[config.mk]
export PLATFORM = sky130hd
export DESIGN_NAME = tar_numeric_field_encoder_unit_flat
export DESIGN_NICKNAME = d
export VERILOG_FILES = /design/src/hw/rtl/tnfe_pkg.sv /design/src/hw/rtl/tnfe_stream_if.sv /design/src/hw/rtl/tar_numeric_field_encoder_unit.sv /design/src/hw/rtl/tnfe_digit_gen.sv /design/src/hw/rtl/tnfe_byte_stack.sv /design/src/flat_wrapper.sv
export VERILOG_INCLUDE_DIRS = /design/src /design/src/hw/rtl
export SDC_FILE = /design/constraint.sdc
export NUM_CORES = 1
export LEC_CHECK = 0
export BUFFER_PORTS_ARGS = -buffer_cell sky130_fd_sc_hd__clkbuf_2
export CAP_MARGIN = 5
export CORE_MARGIN = 2
export CORE_UTILIZATION = 53
export DETAILED_ROUTE_END_ITERATION = 6
export GPL_TIMING_DRIVEN = 0
export PLACE_DENSITY_LB_ADDON = 0.08
export SYNTH_ARGS = -nofsm -noshare
export SYNTH_HDL_FRONTEND = slang
export SYNTH_SLANG_ARGS = --single-unit
export TNS_END_PERCENT = 5
[constraint.sdc]
create_clock -name clk -period 3.55 [get_ports clk]
set_clock_uncertainty 0.05 [all_clocks]
set_input_delay 0.71 -clock clk [delete_from_list [all_inputs] [get_ports clk]]
set_output_delay 0.71 -clock clk [all_outputs]
set_load 0.05 [all_outputs]
[src/hw/rtl/tar_numeric_field_encoder_unit_assert.svh]
// assertion macros for the tar numeric field encoder, sampled on clk;
// TNFE_ASSERT is disabled while arst_n is low, TNFE_ASSERT_ANY is not
`ifndef TAR_NUMERIC_FIELD_ENCODER_UNIT_ASSERT_SVH
`define TAR_NUMERIC_FIELD_ENCODER_UNIT_ASSERT_SVH
`ifndef SYNTH
`define TNFE_ASSERT(lbl, prop, msg) \
	lbl: assert property (@(posedge clk) disable iff (!arst_n) prop) else $error(msg);
`define TNFE_ASSERT_ANY(lbl, prop, msg) \
	lbl: assert property (@(posedge clk) prop) else $error(msg);
`else
`define TNFE_ASSERT(lbl, prop, msg)
`define TNFE_ASSERT_ANY(lbl, prop, msg)
`endif
`endif

[src/hw/rtl/tnfe_pkg.sv]
`timescale 1ns / 1ps
package tnfe_pkg;

	localparam int VALUE_BITS = 64;
	localparam int MAX_FIELD_BYTES_DEF = 12;

	typedef enum logic [1:0] {
		ENC_OCTAL_SPACE = 2'd0,
		ENC_OCTAL_FULL  = 2'd1,
		ENC_BASE256     = 2'd2
	} enc_t;

	typedef enum logic [1:0] {
		ST_IDLE,
		ST_BUILD,
		ST_EMIT
	} state_t;

	typedef struct packed {
		logic [VALUE_BITS-1:0] number_value;
		logic                  is_signed;
		logic [3:0]            field_width;
	} tnfe_in_t;

	typedef struct packed {
		logic [7:0] field_byte;
		logic       last_byte;
		logic [1:0] encoding_used;
	} tnfe_out_t;

	// control from the sequencer to the digit generator
	typedef struct packed {
		logic load;
		logic step;
		enc_t enc;
		logic neg;
		logic space_slot;
		logic mark_msb;
	} tnfe_gen_ctl_t;

	typedef struct packed {
		logic push;
		logic pop;
	} tnfe_stk_ctl_t;

endpackage

[src/hw/rtl/tnfe_stream_if.sv]
`timescale 1ns / 1ps
interface tnfe_stream_if #(
	parameter type T = logic
);
	logic valid;
	logic ready;
	T     data;

	modport source (output valid, output data, input ready);
	modport sink (input valid, input data, output ready);
endinterface

[src/hw/rtl/tar_numeric_field_encoder_unit.sv]
`timescale 1ns / 1ps
// operation: a field of w bytes (2..MAX_FIELD_BYTES) is built in full after the input transfer
// and then leaves one byte per cycle while the output side is ready; a new item is taken only
// once the last byte of the previous one leaves; the digit generator builds
// the bytes rightmost first, one per cycle, and the byte stack plays them back leftmost first
// reset: arst_n clears the sequencer to idle; value and byte storage are not reset
`include "tar_numeric_field_encoder_unit_assert.svh"
module tar_numeric_field_encoder_unit import tnfe_pkg::*; #(
	parameter int MAX_FIELD_BYTES = MAX_FIELD_BYTES_DEF
) (
	input  logic         clk,
	input  logic         arst_n,
	tnfe_stream_if.sink   req,
	tnfe_stream_if.source rsp
);

	// counter wide enough for the field width port and for the largest field
	localparam int CW = ($clog2(MAX_FIELD_BYTES + 1) > 4) ? $clog2(MAX_FIELD_BYTES + 1) : 4;

	state_t        state_q, state_d;
	logic [CW-1:0] cnt_q, cnt_d;
	logic [CW-1:0] wid_q;
	enc_t          enc_q;
	logic          neg_q;

	logic [CW-1:0] wid_in;
	logic          neg_in;
	enc_t          enc_in;

	tnfe_gen_ctl_t gen_ctl;
	tnfe_stk_ctl_t stk_ctl;
	logic [7:0]    gen_byte;
	logic [7:0]    top_byte;
	logic          req_ready;
	logic          rsp_valid;

	// true when the value fits in the given number of octal digits
	function automatic logic fits_octal(input logic [VALUE_BITS-1:0] v,
			input logic [CW-1:0] digits);
		logic [7:0]            n;
		logic [VALUE_BITS-1:0] low_mask;
		n = 8'(3 * int'(digits));
		low_mask = (VALUE_BITS'(1) << n) - VALUE_BITS'(1);
		if (n >= 8'(VALUE_BITS)) begin
			return 1'b1;
		end
		return (v & ~low_mask) == '0;
	endfunction

	// saturate the requested width into 2..MAX_FIELD_BYTES
	always_comb begin
		if (CW'(req.data.field_width) < CW'(2)) begin
			wid_in = CW'(2);
		end else if (CW'(req.data.field_width) > CW'(MAX_FIELD_BYTES)) begin
			wid_in = CW'(MAX_FIELD_BYTES);
		end else begin
			wid_in = CW'(req.data.field_width);
		end
	end

	// encoding choice: negative always base-256, else the shortest octal form that fits, else base-256
	assign neg_in = req.data.is_signed & req.data.number_value[VALUE_BITS-1];

	always_comb begin
		if (neg_in) begin
			enc_in = ENC_BASE256;
		end else if (fits_octal(req.data.number_value, wid_in - CW'(1))) begin
			enc_in = ENC_OCTAL_SPACE;
		end else if (fits_octal(req.data.number_value, wid_in)) begin
			enc_in = ENC_OCTAL_FULL;
		end else begin
			enc_in = ENC_BASE256;
		end
	end

	// item attributes, captured at the input transfer
	always_ff @(posedge clk) begin
		if (req.valid && req_ready) begin
			wid_q <= wid_in;
			enc_q <= enc_in;
			neg_q <= neg_in;
		end
	end

	always_ff @(posedge clk or negedge arst_n) begin
		if (!arst_n) begin
			state_q <= ST_IDLE;
			cnt_q   <= '0;
		end else begin
			state_q <= state_d;
			cnt_q   <= cnt_d;
		end
	end

	// sequencer: build counts byte positions up from the right, emit counts bytes left down
	always_comb begin
		state_d      = state_q;
		cnt_d        = cnt_q;
		req_ready    = 1'b0;
		rsp_valid    = 1'b0;
		stk_ctl.push = 1'b0;
		stk_ctl.pop  = 1'b0;
		gen_ctl.load = 1'b0;
		gen_ctl.step = 1'b0;
		gen_ctl.enc  = enc_q;
		gen_ctl.neg  = neg_q;
		// rightmost slot of the octal-plus-space form is the space
		gen_ctl.space_slot = (enc_q == ENC_OCTAL_SPACE) && (cnt_q == '0);
		// leftmost byte carries the base-256 marker
		gen_ctl.mark_msb   = (cnt_q == wid_q - CW'(1));
		case (state_q)
			ST_IDLE: begin
				req_ready = 1'b1;
			end
			ST_BUILD: begin
				stk_ctl.push = 1'b1;
				gen_ctl.step = 1'b1;
				if (cnt_q == wid_q - CW'(1)) begin
					state_d = ST_EMIT;
					cnt_d   = wid_q - CW'(1);
				end else begin
					cnt_d = cnt_q + CW'(1);
				end
			end
			ST_EMIT: begin
				rsp_valid = 1'b1;
				if (rsp.ready) begin
					stk_ctl.pop = 1'b1;
					if (cnt_q == '0) begin
						// last byte leaves, so a new item may come in on the same edge
						req_ready = 1'b1;
						state_d   = ST_IDLE;
					end else begin
						cnt_d = cnt_q - CW'(1);
					end
				end
			end
			default: begin
				state_d = ST_IDLE;
			end
		endcase
		if (req.valid && req_ready) begin
			gen_ctl.load = 1'b1;
			state_d      = ST_BUILD;
			cnt_d        = '0;
		end
	end

	tnfe_digit_gen u_digit_gen (
		.clk        (clk),
		.ctl        (gen_ctl),
		.load_value (req.data.number_value),
		.gen_byte   (gen_byte)
	);

	tnfe_byte_stack #(
		.DEPTH (MAX_FIELD_BYTES)
	) u_byte_stack (
		.clk       (clk),
		.ctl       (stk_ctl),
		.push_byte (gen_byte),
		.top_byte  (top_byte)
	);

	// output transfer straight from the top of the byte stack
	assign req.ready                  = req_ready;
	assign rsp.valid                  = rsp_valid;
	assign rsp.data.field_byte        = top_byte;
	assign rsp.data.last_byte         = (cnt_q == '0);
	assign rsp.data.encoding_used     = enc_q;

	`TNFE_ASSERT(a_load_starts_build, req.valid && req.ready |=> state_q == ST_BUILD && cnt_q == '0, "input transfer did not start a build")
	`TNFE_ASSERT(a_build_in_field, state_q == ST_BUILD |-> cnt_q < wid_q, "build position beyond field width")
	`TNFE_ASSERT(a_width_range, state_q != ST_IDLE |-> wid_q >= CW'(2) && wid_q <= CW'(MAX_FIELD_BYTES), "field width out of range")
	`TNFE_ASSERT(a_last_ends_emit, rsp.valid && rsp.ready && rsp.data.last_byte |=> state_q != ST_EMIT, "emit continued past last byte")
	`TNFE_ASSERT_ANY(a_reset_idle, !arst_n |-> state_q == ST_IDLE && !rsp.valid, "not idle during reset")

endmodule

[src/hw/rtl/tnfe_digit_gen.sv]
`timescale 1ns / 1ps
module tnfe_digit_gen import tnfe_pkg::*; (
	input  logic                  clk,
	input  tnfe_gen_ctl_t         ctl,
	input  logic [VALUE_BITS-1:0] load_value,
	output logic [7:0]            gen_byte
);

	logic [VALUE_BITS-1:0] val_q;

	// value walks right one octal digit or one byte per step, but holds at the space slot
	always_ff @(posedge clk) begin
		if (ctl.load) begin
			val_q <= load_value;
		end else if (ctl.step && !ctl.space_slot) begin
			if (ctl.enc == ENC_BASE256) begin
				val_q <= {{8{ctl.neg}}, val_q[VALUE_BITS-1:8]};
			end else begin
				val_q <= {3'b000, val_q[VALUE_BITS-1:3]};
			end
		end
	end

	always_comb begin
		case (ctl.enc)
			ENC_OCTAL_SPACE: begin
				gen_byte = ctl.space_slot ? 8'h20 : {5'b00110, val_q[2:0]};
			end
			ENC_OCTAL_FULL: begin
				gen_byte = {5'b00110, val_q[2:0]};
			end
			ENC_BASE256: begin
				gen_byte = {val_q[7] | ctl.mark_msb, val_q[6:0]};
			end
			default: begin
				gen_byte = 8'h00;
			end
		endcase
	end

endmodule

[src/hw/rtl/tnfe_byte_stack.sv]
`timescale 1ns / 1ps
module tnfe_byte_stack import tnfe_pkg::*; #(
	parameter int DEPTH = MAX_FIELD_BYTES_DEF
) (
	input  logic          clk,
	input  tnfe_stk_ctl_t ctl,
	input  logic [7:0]    push_byte,
	output logic [7:0]    top_byte
);

	logic [7:0] stk_q [DEPTH];

	// push shifts toward the deep end, pop shifts back toward the top
	always_ff @(posedge clk) begin
		if (ctl.push) begin
			stk_q[0] <= push_byte;
			for (int k = 1; k < DEPTH; k++) begin
				stk_q[k] <= stk_q[k-1];
			end
		end else if (ctl.pop) begin
			for (int k = 0; k < DEPTH - 1; k++) begin
				stk_q[k] <= stk_q[k+1];
			end
			stk_q[DEPTH-1] <= 8'h00;
		end
	end

	assign top_byte = stk_q[0];

endmodule

[src/flat_wrapper.sv]
// flat-port wrapper written by rule: the top's interface ports become plain ports
module tar_numeric_field_encoder_unit_flat import tnfe_pkg::*;
#(
	parameter int MAX_FIELD_BYTES = MAX_FIELD_BYTES_DEF
)
  (clk, arst_n, req_valid, req_data, req_ready, rsp_valid, rsp_data, rsp_ready);
  tnfe_stream_if #(.T(tnfe_in_t)) req_i ();
  tnfe_stream_if #(.T(tnfe_out_t)) rsp_i ();
  input  logic clk;
  input  logic arst_n;
  input wire logic [$bits(req_i.valid)-1:0] req_valid;
  input wire logic [$bits(req_i.data)-1:0] req_data;
  output wire logic [$bits(req_i.ready)-1:0] req_ready;
  output wire logic [$bits(rsp_i.valid)-1:0] rsp_valid;
  output wire logic [$bits(rsp_i.data)-1:0] rsp_data;
  input wire logic [$bits(rsp_i.ready)-1:0] rsp_ready;
  assign req_i.valid = req_valid;
  assign req_i.data = req_data;
  assign req_ready = req_i.ready;
  assign rsp_valid = rsp_i.valid;
  assign rsp_data = rsp_i.data;
  assign rsp_i.ready = rsp_ready;
  tar_numeric_field_encoder_unit #(.MAX_FIELD_BYTES(MAX_FIELD_BYTES)) u_core (.clk(clk), .arst_n(arst_n), .req(req_i), .rsp(rsp_i));
endmodule
==> metrics.md <==
| Metric | Value |
|---|---|
| Cell Area, Synth | 8940 µm² |
| Core area | 16500 µm² |
| Global route overflow | 0 |
| Hold WC Path Type | input port to async pin |
| Via count | ~7300 |
| Via density | approximately 5.7 |
| Layout cells sized above 1 | ~15% |
| Fraction of registers with async set/reset | 3.47% |
| Netlist cell types | a little over 60 |
| Post-layout util | about 62% |
| Number of max-cap violations | 0 |
| Worst rel slew slack | 54.6% |
| Flip-flop and latch area | ~5200 µm² |
| Top FF cell, synth | edfxtp_1 |
| Root buffer cell | clkbuf_16 |
| Tightest Pin Transition | between 0.6 and 0.7 ns |
| Area Growth Syn to Fin | 15.2% |
| Clock Sinks | 173 |
| Total die area | approximately 18000 µm² |
| TritonCTS clock tree | built |
| FF-to-FF Start | u_core.cnt_q[0] |
| Slowest cell on the critical path | clkbuf_1 |
| Initial drt markers | between 500 and 600 |
| Clock insertion delay at the later pin of the skew report | ~0.43 ns |
| Port buffer count | 82 |
| Type of origin of the critical path | flip-flop |
| Mapped Cells | about 950 |
| Outcome | finished clean |
| Routed WL per cell | between 15 and 20 µm |
| Number of diodes | 0 |
| Final setup viols | 0 |
| Commonest non-fill, non-tap cell in the layout | nand2_1 |
| Reg-to-reg critical path endpoint | u_core.u_digit_gen.val_q[13] |
| Area share of the largest cell type after synthesis | roughly 56% |
| Hold Fails Final Rpt | 0 |
| Hold_buf cts | 0 |
| Ports | 86 |
| Clock H-tree levels | 4 |
| Maximum vdd drop | around 0.49 mV |
| DRC | 0 |
| Critical-path cell list | inv_1 -> ha_1 -> nor3b_2 -> a31o_2 -> nand2_1 -> clkbuf_1 -> buf_2 -> nand2_8 |
| Commonest non-fill, non-tap cells in the layout | nand2_1 (371), edfxtp_1 (167), clkbuf_2 (83) |
| Cts bufs inserted | 17 |
| Area of the multi-input gates | 3390 µm² |
| DR pass1 iterations | 6 |
| Sequential fraction of the synthesis area | 57.8% |
| Synthesized area per cell | 9.46 µm² |
| CP top delay family | buffers and inverters |
| Tcrit/Tclk final | between 90 and 100% |
| FF+latch count, synth | about 170 |
| EDFF count, synth | 167 |
| Worst Path Arrival | approximately 3.3 ns |
| Ranking of synthesized cells by area | edfxtp_1 (56%), nand2_1 (16%), a31oi_1 (4.1%) |
| Unrepaired setup endpoints after global routing | no |
| Power density cells | approximately 950 nW/µm² |
| Register-to-Register Setup Slack | between 0.2 and 0.25 ns |
| Initial cell density of the core | approximately 54% |
| Final count of pins violating max slew | 0 |
| Post-route minimum period | 3.31 ns |
| Die W | 134 µm |
| Worst reg2reg path depth | 8 |
| Worst setup path class | flip-flop to flip-flop |
| Tot GR Track Use | about a quarter |
| First-pass GRT wire length | roughly 36000 µm |
| FILL cells | 1440 |
| Number of antenna violations at the first check in global routing | 0 |
| Area leader, netlist | edfxtp_1 |
| Clock buffer depth | 2 |
| Fmax | between 0.3 and 0.4 GHz |
| Synthesis warning total | 0 |
| Final ANT Viol Nets | 0 |
| Design Power | 9.76 mW |
| DP HPWL | between 15000 and 20000 µm |
| GPL Wtd Cong | ~0.9 |
| WP data required | 3.56 ns |
| Leakage | about 4.2 nW |
| Worst Path Buf+Inv | 3 |
| Largest stage delay, worst path | approximately 0.53 ns |
| Site Rows | 47 |
| Layout net count | between 1000 and 1500 |
| Final wirelength | around 23000 µm |
| Largest net degree at the start of global routing | 65 |
| Maximum net fanout on the critical path | between 60 and 70 |
| Vias in the first global route | approximately 7000 |
| Worst Setup End Kind | flip-flop |
| Clk slew on worst S/H paths | ~0.070 ns |
| Die Y | 134 µm |
## stage by stage
stage	setup TNS, ns	worst slack [ns]	std cells	cell area (µm²)	hold slack [ns]
after floorplan	0	0.183	947	8960	0.364
after global placement	-1.06	-0.0159	1249	9650	0.460
after detailed placement	-0.0254	-0.0254	1250	9680	0.464
after CTS	0	0.0557	1282	10300	0.0436
after global routing	0	0.0793	1282	10300	0.0465
final	0	0.241	1282	10300	0.0464
## routing by layer
| metal | routed length, µm | part of all wire, % | track usage (%) | vias to the layer above |
|---|---|---|---|---|
| met5 | 0 | 0 | 0 | - |
| li1 | - | - | - | 3476 |
| met2 | 11500 | 50 | 45.0 | 251 |
| met3 | 1270 | 5.6 | 4.54 | 35 |
| met4 | 391 | 1.7 | 6.09 | 0 |
| met1 | 9650 | 42 | 34.1 | 3520 |
## synth_stat cells (8+ instances only)
| master | n |
|---|---|
| nand2_1 | 372 |
| edfxtp_1 | 167 |
| nor2_1 | 78 |
| a31oi_1 | 58 |
| clkbuf_1 | 43 |
| a21oi_1 | 18 |
| inv_1 | 17 |
| o21ai_0 | 17 |
| nor3_1 | 16 |
| nand3_1 | 13 |
| buf_4 | 10 |
| and2_1 | 9 |
| ha_1 | 9 |
| mux2_2 | 9 |
| buf_2 | 8 |
| nor4_1 | 8 |
## sequential cells by signal (all words and copies together), names as in the netlist
register	flops
u_core.state_q	2
u_core.neg_q	1
u_core.u_digit_gen.val_q	64
u_core.cnt_q	4
u_core.u_byte_stack.stk_q	96
u_core.wid_q	4
u_core.enc_q	2
## cells by family after synthesis
kind of cell | Yosys count | synth area share (%)
buffers and inverters | 86 | 4.66
AO/OA/AOI/OAI | 135 | 9.84
multiplexers | 10 | 1.25
AND/OR/NAND/NOR | 524 | 24.2
adder cells (fa/ha/maj) | 9 | 1.26
flip-flops | 173 | 57.8
XOR/XNOR | 7 | 0.994
other | 1 | 0.0420
## what timing repair did
| item | 4_1_cts | 5_1_grt |
|---|---|---|
| buffers inserted | 0 | 0 |
| endpoints found under the setup margin | 0 | 64 |
| gates resized for setup | 0 | 1 |
## area by class of cell
class	instances	area share, %
Inverter	17	0.620
Buffer	69	3.43
Tap cell	220	2.67
Timing Repair Buffer	83	4.25
Sequential cell	173	50.2
Clock buffer	17	4.13
Multi-Input combinational cell	688	32.9
Clock inverter	15	1.80
## how the worst max path moves through the flow
stage / cells after the start / slack, ns / to / startpoint
detailed placement: 9 / -0.03 / u_core.enc_q[1] / req_data[0]
CTS: 8 / 0.06 / u_core.u_digit_gen.val_q[13] / u_core.cnt_q[0]
floorplan: 8 / 0.18 / u_core.u_digit_gen.val_q[0] / u_core.cnt_q[0]
global placement: 4 / -0.02 / u_core.u_byte_stack.stk_q[0][11] / u_core.state_q[1]
global route: 8 / 0.08 / u_core.u_digit_gen.val_q[13] / u_core.cnt_q[0]
finish: 8 / 0.24 / u_core.u_digit_gen.val_q[13] / u_core.cnt_q[0]
## worst reg2reg max path: stages (launching register included)
cell      delay (ns)
dfrtp_1         0.49
inv_1           0.08
ha_1            0.25
nor3b_2         0.20
a31o_2          0.26
nand2_1         0.31
clkbuf_1        0.53
buf_2           0.39
nand2_8         0.35
## power by group
part	internal, mW	switching (mW)	total, mW	leakage, nW
combinational	1.09	2.17	3.26	2.23
sequential	3.96	0.591	4.55	1.70
clock	1.12	0.841	1.96	0.291
total	6.16	3.60	9.76	4.21
Note: power is estimated with default switching activity, not from simulation.
